<file path="src/sv/sorted_abs_diff_sums_assert.svh">
// assertion macros for the sorted absolute difference sum block
`ifndef SORTED_ABS_DIFF_SUMS_ASSERT_SVH
`define SORTED_ABS_DIFF_SUMS_ASSERT_SVH

`ifndef NO_ASSERTIONS

// same-cycle implication, checked out of reset
`define SADS_ASSERT_NOW(lbl, ante, cons) \
  lbl: assert property (@(posedge clk) disable iff (rst) (ante) |-> (cons)) \
    else $error("sorted_abs_diff_sums: assertion failed");

// next-cycle implication, checked out of reset
`define SADS_ASSERT_NEXT(lbl, ante, cons) \
  lbl: assert property (@(posedge clk) disable iff (rst) (ante) |=> (cons)) \
    else $error("sorted_abs_diff_sums: assertion failed");

`else

`define SADS_ASSERT_NOW(lbl, ante, cons)
`define SADS_ASSERT_NEXT(lbl, ante, cons)

`endif

`endif

</file>
<file path="src/sv/sads_pkg.sv">
// shared types and constants for the sorted absolute difference sum block
package sads_pkg;

  localparam int VALUE_W          = 16;
  localparam int DIFF_W           = 22;
  localparam int POS_W            = 6;
  localparam int COUNT_W          = 7;
  localparam int MAX_ELEMENTS_DEF = 64;

  // coefficient 2*i + 2 - n lies in -62..64
  localparam int COEF_W = 8;
  localparam int PROD_W = VALUE_W + 1 + COEF_W;
  localparam int SUM_W  = PROD_W + 3;

  localparam logic [DIFF_W-1:0] DIFF_MAX = {DIFF_W{1'b1}};

  typedef struct packed {
    logic [VALUE_W-1:0] value;
    logic               last_element;
  } item_t;

  typedef struct packed {
    logic [DIFF_W-1:0] diff_sum;
    logic [POS_W-1:0]  position;
    logic              last_result;
    logic              order_error;
    logic              overflow;
  } result_t;

  // per-set state handed from the loader to the walk
  typedef struct packed {
    logic [COUNT_W-1:0] count;
    logic [DIFF_W-1:0]  total;
    logic               order_err;
    logic               overflow;
  } set_info_t;

endpackage

</file>
<file path="src/sv/sads_store.sv">
// element store: one write port, one registered read port with enable
module sads_store #(
  parameter int DEPTH = sads_pkg::MAX_ELEMENTS_DEF,
  parameter int WIDTH = sads_pkg::VALUE_W
) (
  input  logic                     clk,
  input  logic                     wr_en,
  input  logic [$clog2(DEPTH)-1:0] wr_addr,
  input  logic [WIDTH-1:0]         wr_data,
  input  logic                     rd_en,
  input  logic [$clog2(DEPTH)-1:0] rd_addr,
  output logic [WIDTH-1:0]         rd_data
);

  logic [WIDTH-1:0] mem [DEPTH];

  // write port
  always_ff @(posedge clk) begin
    if (wr_en) begin
      mem[wr_addr] <= wr_data;
    end
  end

  // read port, data held while not enabled
  always_ff @(posedge clk) begin
    if (rd_en) begin
      rd_data <= mem[rd_addr];
    end
  end

endmodule

</file>
<file path="src/sv/sads_walk.sv">
// result walk: reads the store in order and turns prefix sums into results
module sads_walk #(
  parameter int MAX_ELEMENTS = sads_pkg::MAX_ELEMENTS_DEF
) (
  input  logic                            clk,
  input  logic                            rst,
  input  logic                            start,
  input  sads_pkg::set_info_t             info,
  output logic                            rd_en,
  output logic [$clog2(MAX_ELEMENTS)-1:0] rd_addr,
  input  logic [sads_pkg::VALUE_W-1:0]    rd_data,
  output logic                            result_valid,
  input  logic                            result_stall,
  output sads_pkg::result_t               result,
  output logic                            done
);
  import sads_pkg::*;

  localparam int AW = $clog2(MAX_ELEMENTS);

  logic                     walk_run;
  logic [AW-1:0]            walk_idx;
  logic                     s1_valid;
  logic [AW-1:0]            s1_idx;
  logic                     s1_last;
  logic [DIFF_W-1:0]        prefix;
  logic                     s2_valid;
  logic [AW-1:0]            s2_idx;
  logic                     s2_last;
  logic signed [PROD_W-1:0] s2_prod;
  logic [DIFF_W-1:0]        s2_prefix;

  logic                     adv;
  logic                     issue_last;
  logic [DIFF_W-1:0]        prefix_next;
  logic signed [COEF_W-1:0] coef;
  logic signed [PROD_W-1:0] prod_c;
  logic signed [SUM_W-1:0]  sum_c;
  logic [DIFF_W-1:0]        diff_c;

  // whole pipeline moves when the output register is free or being taken
  assign adv        = !result_valid || !result_stall;
  assign rd_en      = adv && walk_run;
  assign rd_addr    = walk_idx;
  assign issue_last = (COUNT_W'(walk_idx) == info.count - COUNT_W'(1));

  // stage one: prefix update and coefficient product
  assign prefix_next = prefix + DIFF_W'(rd_data);
  assign coef   = $signed(COEF_W'({s1_idx, 1'b0})) + COEF_W'(2)
                - $signed(COEF_W'(info.count));
  assign prod_c = $signed({1'b0, rd_data}) * coef;

  // stage two: add total minus twice the prefix, then clamp
  assign sum_c = $signed({{(SUM_W-PROD_W){s2_prod[PROD_W-1]}}, s2_prod})
               + $signed({{(SUM_W-DIFF_W){1'b0}}, info.total})
               - $signed({{(SUM_W-DIFF_W-1){1'b0}}, s2_prefix, 1'b0});

  always_comb begin
    if (sum_c[SUM_W-1]) begin
      diff_c = '0;
    end else if (|sum_c[SUM_W-2:DIFF_W]) begin
      diff_c = DIFF_MAX;
    end else begin
      diff_c = sum_c[DIFF_W-1:0];
    end
  end

  assign done = adv && s2_valid && s2_last;

  // address issue
  always_ff @(posedge clk) begin
    if (rst) begin
      walk_run <= 1'b0;
      walk_idx <= '0;
    end else if (start) begin
      walk_run <= 1'b1;
      walk_idx <= '0;
    end else if (adv && walk_run) begin
      if (issue_last) begin
        walk_run <= 1'b0;
      end else begin
        walk_idx <= walk_idx + AW'(1);
      end
    end
  end

  // pipeline valids and output valid
  always_ff @(posedge clk) begin
    if (rst) begin
      s1_valid     <= 1'b0;
      s2_valid     <= 1'b0;
      result_valid <= 1'b0;
    end else if (adv) begin
      s1_valid     <= walk_run;
      s2_valid     <= s1_valid;
      result_valid <= s2_valid;
    end
  end

  // running prefix, cleared at the start of each walk
  always_ff @(posedge clk) begin
    if (rst || start) begin
      prefix <= '0;
    end else if (adv && s1_valid) begin
      prefix <= prefix_next;
    end
  end

  // stage payloads
  always_ff @(posedge clk) begin
    if (adv) begin
      if (walk_run) begin
        s1_idx  <= walk_idx;
        s1_last <= issue_last;
      end
      if (s1_valid) begin
        s2_idx    <= s1_idx;
        s2_last   <= s1_last;
        s2_prod   <= prod_c;
        s2_prefix <= prefix_next;
      end
      if (s2_valid) begin
        result.diff_sum    <= diff_c;
        result.position    <= POS_W'(s2_idx);
        result.last_result <= s2_last;
        result.order_error <= info.order_err;
        result.overflow    <= info.overflow;
      end
    end
  end

endmodule

</file>
<file path="src/sv/sorted_abs_diff_sums.sv">
// Sorted absolute difference sums, top level.
// The item channel (item_valid / item_stall / item) loads one value per
// cycle while item_stall is low into the element store and adds it to the
// running total. The transaction whose last_element bit is set starts a
// walk over the store. The result channel (result_valid / result_stall /
// result) then gives one transaction per stored element, in index order, each
// with the sum of absolute differences to all other elements of the set.
// Each result passes the store read, stage two and output registers; after
// the first, results come one per cycle (set by the single store read port)
// while result_stall is low. item_stall is high from the last item until
// the final result enters the output register. A result_stall while a
// result is valid freezes the whole walk pipeline and the store read; the
// output holds until taken. Items past the store size are dropped and set
// the overflow bit; a value below its predecessor sets order_error. After
// the walk the count, total and flags clear for the next set. Reset (rst,
// synchronous) empties the set and the pipeline; store contents are left
// as they are and only entries of the current set are read.
module sorted_abs_diff_sums #(
  parameter int MAX_ELEMENTS = sads_pkg::MAX_ELEMENTS_DEF
) (
  input  logic              clk,
  input  logic              rst,
  input  logic              item_valid,
  output logic              item_stall,
  input  sads_pkg::item_t   item,
  output logic              result_valid,
  input  logic              result_stall,
  output sads_pkg::result_t result
);
  import sads_pkg::*;

  `include "sorted_abs_diff_sums_assert.svh"

  localparam int AW = $clog2(MAX_ELEMENTS);

  logic               busy;
  logic [COUNT_W-1:0] count;
  logic [DIFF_W-1:0]  total;
  logic [VALUE_W-1:0] prev_value;
  logic               order_flag;
  logic               overflow_flag;

  logic               accept;
  logic               full;
  logic               walk_start;
  logic               walk_done;
  logic               rd_en;
  logic [AW-1:0]      rd_addr;
  logic [VALUE_W-1:0] rd_data;
  set_info_t          info;

  assign item_stall = busy;
  assign accept     = item_valid && !item_stall;
  assign full       = (count == COUNT_W'(MAX_ELEMENTS));
  assign walk_start = accept && item.last_element;

  assign info.count     = count;
  assign info.total     = total;
  assign info.order_err = order_flag;
  assign info.overflow  = overflow_flag;

  // set loader and walk control
  always_ff @(posedge clk) begin
    if (rst || walk_done) begin
      busy          <= 1'b0;
      count         <= '0;
      total         <= '0;
      prev_value    <= '0;
      order_flag    <= 1'b0;
      overflow_flag <= 1'b0;
    end else if (accept) begin
      prev_value <= item.value;
      if (count != '0 && item.value < prev_value) begin
        order_flag <= 1'b1;
      end
      if (full) begin
        overflow_flag <= 1'b1;
      end else begin
        count <= count + COUNT_W'(1);
        total <= total + DIFF_W'(item.value);
      end
      if (item.last_element) begin
        busy <= 1'b1;
      end
    end
  end

  sads_store #(
    .DEPTH (MAX_ELEMENTS),
    .WIDTH (VALUE_W)
  ) u_store (
    .clk     (clk),
    .wr_en   (accept && !full),
    .wr_addr (count[AW-1:0]),
    .wr_data (item.value),
    .rd_en   (rd_en),
    .rd_addr (rd_addr),
    .rd_data (rd_data)
  );

  sads_walk #(
    .MAX_ELEMENTS (MAX_ELEMENTS)
  ) u_walk (
    .clk          (clk),
    .rst          (rst),
    .start        (walk_start),
    .info         (info),
    .rd_en        (rd_en),
    .rd_addr      (rd_addr),
    .rd_data      (rd_data),
    .result_valid (result_valid),
    .result_stall (result_stall),
    .result       (result),
    .done         (walk_done)
  );

  // a walk always covers at least one stored element
  `SADS_ASSERT_NOW(a_busy_has_elements, busy, count != '0)
  // overflow can only be flagged once the store is full
  `SADS_ASSERT_NOW(a_overflow_when_full, overflow_flag, full)
  // the final item of a set closes the input until the walk ends
  `SADS_ASSERT_NEXT(a_last_blocks_input, walk_start, item_stall)

endmodule
</file>
<file path="config.mk">
export PLATFORM = sky130hd
export DESIGN_NAME = sorted_abs_diff_sums
export DESIGN_NICKNAME = d
export VERILOG_FILES = /design/src/sv/sads_pkg.sv /design/src/sv/sads_store.sv /design/src/sv/sads_walk.sv /design/src/sv/sorted_abs_diff_sums.sv
export VERILOG_INCLUDE_DIRS = /design/src /design/src/sv
export SDC_FILE = /design/constraint.sdc
export NUM_CORES = 2
export LEC_CHECK = 0
export BUFFER_PORTS_ARGS = -buffer_cell sky130_fd_sc_hd__buf_2
export CAP_MARGIN = 40
export CORE_MARGIN = 8
export CORE_UTILIZATION = 57
export DETAILED_ROUTE_END_ITERATION = 7
export PLACE_DENSITY = 0.83
export SYNTH_ARGS = -nofsm -noshare
export SYNTH_HDL_FRONTEND = slang
export SYNTH_HIERARCHICAL = 1
export SYNTH_SLANG_ARGS = --single-unit
</file>
<file path="constraint.sdc">
create_clock -name clk -period 6.4 [get_ports clk]
set_clock_uncertainty 0.2 [all_clocks]
set_input_delay 0.64 -clock clk [delete_from_list [all_inputs] [get_ports clk]]
set_output_delay 0.64 -clock clk [all_outputs]
set_load 0.005 [all_outputs]
</file>
======== Yosys cells after proc, flatten, opt, wreduce, memory -nomap -nowiden ========
Memory sizes are Yosys's and may differ from the RTL's. A register that Yosys moved wholly into a read port is not among the register bits.
Index checks and enable logic that the tools add are counted.
storage, ports and cells
  RAM bits ................................ 1,024
  bits in registers ....................... 172
  memories kept ........................... 1
memories
  memory       words  bits a word  read ports  clocked after Yosys merged registers in  wr ports  RTL line          source
  u_store.mem  64     16           1           1                                        1         sads_store.sv:15  logic [WIDTH-1:0] mem [DEPTH];
cells by class
  multipliers ............................. 1
  multiplexer cells ....................... 6
  $add $sub $neg .......................... 9
  bitwise logic cells ..................... 2
  $lt $le $gt $ge ......................... 1
  eq/ne operators ......................... 2
  reduce and logical (&&, ||, !) cells .... 29
operators with widths
  kind                                               number
  adder 22 x 16 -> 22 bit                            2
  subtractor 28 x 24 -> 28 bit                       1
  adder 25 x 23 -> 26 bit                            1
  multiplier 17 x 8 -> 25 bit                        1
  two-way mux 22 bit                                 1
  AND reduction 2 bit                                9
  less-than comparator 16 bit                        1
  adder 7 x 2 -> 8 bit (second input constant)       1
  logical AND 1 bit                                  8
  subtractor 8 bit                                   1
  adder 7 x 1 -> 7 bit (second input constant)       1
  == test 6 x 7 -> 1 bit                             1
  == test 7 bit (second input constant)              1
  nonzero test 7 bit                                 1
  subtractor 7 x 1 -> 7 bit (second input constant)  1
  adder 6 x 1 -> 6 bit (second input constant)       1
  two-way mux 1 bit                                  5
  OR reduction 5 bit                                 1
  zero test 1 bit                                    4
  nonzero test 2 bit                                 2
  logical OR 1 bit                                   3
  NOT 1 bit                                          2
  OR reduction 2 bit                                 1

======== Depth between registers and ports, before layout ========
  depth in word-level cells ............... 5
  gate-level depth with buffers ........... 30
  gate-level depth less buffers ........... 29

======== Modules after synthesis ========
The synthesis kept the hierarchy.
by module, submodules not included
  module                times used  cells each  seq. area each (um^2)  area an instance (um^2)
  sads_store            1           1,829       31,230.0               40,202.3
  sads_walk             1           1,232       3,403.3                11,807.6
  sorted_abs_diff_sums  1           385         960.9                  2,980.4

======== Worst setup path after synthesis ========
No wires, ideal clock.
  kind .................................... reg2reg
  start ................................... register count[0]
  end ..................................... register u_walk.s2_prod[21], data pin
  period minus slack after synthesis ...... 7.020 ns
  cell stages (with the launch flop) ...... 29
  data arrival time ....................... 6.563 ns
  setup slack ............................. -0.620 ns
  library setup time ...................... 0.258 ns
  required time ........................... 5.942 ns
  path through ............................ dfxtp_1 buf_2 clkbuf_1 inv_1 ha_1 fa_1 a21oi_1 nor2_1 nor2_1 o21bai_1 a21oi_1 xnor2_1 clkbuf_1 inv_1 fa_1 inv_1 fa_1 inv_1 fa_1 fa_1 ha_1 nand2_1 o21ai_0 o41ai_1 o211ai_1 o211ai_1 o21ai_0 a21oi_1 xnor2_1
between the ends
  longest elaborated chain between the ends .. 2
ends and longest elaborated chain
  item                         RTL line                    source
  start, declared              sorted_abs_diff_sums.sv:37  logic [COUNT_W-1:0] count;
  start signal, assigned       sorted_abs_diff_sums.sv:79  count <= count + COUNT_W'(1);
  subtractor 8 bit             sads_walk.sv:50             - $signed(COEF_W'(info.count));
  multiplier 17 x 8 -> 25 bit  sads_walk.sv:51             assign prod_c = $signed({1'b0, rd_data}) * coef;
  via u_walk.prod_c[21]        sads_walk.sv:37             logic signed [PROD_W-1:0] prod_c;
  end signal, assigned         sads_walk.sv:119            s2_prod <= prod_c;
  end, declared                sads_walk.sv:30             logic signed [PROD_W-1:0] s2_prod;
The timed path passes the listed nets, and every way through them passes these cells.
A chain may end at the register's enable or synchronous reset.

======== Worst setup path in the final report ========
  start ................................... register u_walk.s1_idx[0]
  end ..................................... register u_walk.s2_prod[19], data pin
between the ends
  longest elaborated chain between the ends .. 3
ends and longest elaborated chain
  item                         RTL line          source
  start, declared              sads_walk.sv:24   logic [AW-1:0] s1_idx;
  start signal, assigned       sads_walk.sv:113  s1_idx <= walk_idx;
  adder 7 x 2 -> 8 bit         sads_walk.sv:49   assign coef = $signed(COEF_W'({s1_idx, 1'b0})) + COEF_W'(2)
  subtractor 8 bit             sads_walk.sv:50
  multiplier 17 x 8 -> 25 bit  sads_walk.sv:51
  via u_walk.prod_c[19]        sads_walk.sv:37
The timed path passes the listed nets, and every way through them passes these cells.

==> flow_summary.yaml <==
critical_path:
  crit_family: "adder cells"
  path_max_fanout: 7
  cp.required_ns: 6.62
  crit_slowest_cell: "fa_1"
  start_kind: "flop"
  endpoint_kind: "flop"
  crit_path_max_incr_delay_ns: 0.59
  path_buf_inv: 3
  crit_top_cell: "fa_1"
  critPathArrivalTime_ns: 6.67
  worstSetupPathType: "reg -> reg"
logic_synthesis:
  yosys_warnings: 6
  synth-edff-count: 1132
  ys_ff_latch: 1212
  async_flop_share_pct: 0
  synth_area_um2: 54990
  synthCells: 3446
  ys_seq_area_share_pct: 64.73
  synth_cell_types: 87
  syn_nets: 3724
  synth.area.top_cells: "edfxtp_1 62%, mux4_2 9.0%, fa_1 4.0%"
  ys.flop_type: "edfxtp_1"
  synth_top_area_cell: "edfxtp_1"
  synth_area_per_cell_um2: 15.96
  synth_top_cell_area_share_pct: 61.82
layout:
  regArea_um2: 35610
  nets: 3932
  area.growth.synth_to_final_pct: 12.42
  fill_cells: 6311
  final_util_pct: 64.30
  drive_above_1_share_pct: 20.00
  multiInputGateArea_um2: 17820
route:
  drc: 0
  first_iter_violations: 4122
  firstDrtPassIters: 6
  ant_nets: 0
  vias_per_cell: 6.366
  vias: 32070
  wirelength_um: 140100
  wl_per_cell_um: 27.81
pwr:
  switchingPower_w: 0.006264
  finalPower_w: 0.02193
  pwr-share-clk_pct: 32.6
  power_frac_comb_pct: 26.2
  p_leak_nw: 21.21
  p_sw_share_pct: 28.56
  intPower_w: 0.01567
  seqPwrFrac_pct: 41.2
  power_density_nw_per_um2: 354.8
  peakVddDrop_v: 0.0004654
floorplanning:
  io_pins: 54
  die_w_um: 326.6
  die-height_um: 326.6
  placement_rows: 114
  start_util_pct: 57.20
  core_um2: 96140
  die_area_um2: 106700
timing:
  fmax_mhz: 154.9
  rsz0062_at_grt: "true"
  finalCritPeriodShare_pct: 100.9
  tightest_slew_ns: 0.9440
  min_period_ns: 6.455
  timing.hold.ws_ns: 0.04703
  hold_violations: 0
  setup_viol_count_final: 4
  maxSlewHeadroom_pct: 37.06
  maxSlewViolCount: 0
  setup_ws_ns: -0.05458
clock_network:
  clk_pin_slew_worst_paths_ns: 0.06
  htreeDepth: 3
  cts_tree: "done"
  clock_sinks: 1212
  cts_buffer_depth: 3
  clkLatencyLatePin_ns: 0.73
  cts_root_buffer: "clkbuf_16"
  cts-buffers-inserted: 116
grt:
  grt_pass1_wl_um: 205200
  track_usage_pct: 25.63
  grt_max_degree: 68
  grt_overflow_total: 0
  antenna_found_initial: 12
  grt_pass1_vias: 32480
run_status:
  status: "finished with violations"
  failed_checks: "setup timing"
placement:
  hpwl_um: 85540
  gp_congestion: 0.8693
  pre_cts_slack_ns: -0.2075
  io_buffers: 53
worst_hold_path:
  hold_class: "in -> reg"
job:
  cap_viol_max_count: 0
power groups by stage:
stage                     Sequential [W]  Combinational, W  Clock [W]
final                            0.00904           0.00574    0.00715
after global placement           0.00921           0.00474          0
after floorplan                  0.00916           0.00352          0
after global routing             0.00904           0.00629    0.00753
after CTS                        0.00904           0.00513    0.00723
after detailed placement         0.00920           0.00491          0
through the flow:
step / area, um2 / setup TNS, ns / cells
global placement: 57250 / -0.002590 / 4785
CTS: 61490 / 0 / 5020
finish: 61820 / -0.1423 / 5037
global route: 61810 / -1.798 / 5032
floorplan: 55040 / 0 / 3446
detailed placement: 57350 / -0.9379 / 4792
cell type report:
cell class,count,area share (%)
clock inverter,74,1.488
timing repair buffer,232,2.882
antenna,6,0.02429
tap,1276,2.583
multi-input combinational,1822,28.82
clock buffer,145,4.957
sequential,1212,57.60
inverter,270,1.643
flip-flops by register name, indices dropped and copies added, names as in the netlist, 6 cells and up:
register / cells
count: 7
prev_value: 16
total: 22
u_store/mem: 1024
u_store/rd_data: 16
u_walk/prefix: 22
u_walk/rd_addr: 6
u_walk/result: 31
u_walk/s1_idx: 6
u_walk/s2_idx: 6
u_walk/s2_prefix: 22
u_walk/s2_prod: 25
cells in the mapped netlist (34+ instances only):
cell,instances
fa_1,109
ha_1,148
o21ai_0,47
clkbuf_1,49
inv_1,269
a21oi_1,132
mux2i_1,92
a22oi_1,40
and2_1,88
buf_2,43
nor2b_1,37
nand2_1,226
edfxtp_1,1132
nand3_1,64
mux4_2,220
xor2_1,34
dfxtp_1,80
xnor2_1,46
nor2_1,153
cells in the final DEF, fill, tap and decap left out, drive strengths merged, types with 28 or more instances in the layout:
cell type	netlist	routed
mux4	224	224
mux2	29	29
a22oi	40	40
buf	90	232
mux2i	92	92
nand3	64	64
nor2	155	155
nor2b	37	37
xnor2	46	46
a211oi	28	28
nand2	227	227
and2	88	88
a21oi	134	134
ha	148	148
o21a	33	33
dfxtp	80	80
inv	269	276
clkbuf	52	145
edfxtp	1132	1132
xor2	34	34
clkinv	1	48
o21ai	55	55
fa	109	109
routing by layer:
layer,routed length (um),up-vias,GRT usage (%),part of all wire [%]
li1,-,13520,-,-
met5,63,-,0,0.045
met2,68450,1943,42.38,49
met4,9481,8,14.81,6.8
met3,12790,482,5.520,9.1
met1,49280,16110,31.23,35
cell families after synthesis:
kind of cell	share of synthesized area, %
simple gates	6.239
compound gates	5.488
xor+xnor	1.274
flops	64.73
fa+ha+maj	7.336
mux	11.47
buf+inv	3.465
worst paths after layout:
| path | from | end | slack [ns] | cells after the start |
|---|---|---|---|---|
| max | u_walk/s1_idx[0] | u_walk/s2_prod[19] | -0.05 | 26 |
| max reg2reg | u_walk/s1_idx[0] | u_walk/s2_prod[19] | -0.05 | 26 |
| min | result_stall | u_walk/result_valid | 0.05 | 3 |
| min reg2reg | u_walk/s2_idx[4] | u_walk/result[7] | 0.21 | 0 |
worst min-delay path, stage by stage:
cell and delay, ns:
buf_2 0.11, a21oi_1 0.07, nor2_1 0.07
timing repair:
action	in CTS	in global routing
pin swaps	16	43
gates resized for setup	18	51
hold buffers	0	0
setup endpoints to repair	7	13
setup buffers	9	13
Power figures use the tool's default switching activity.
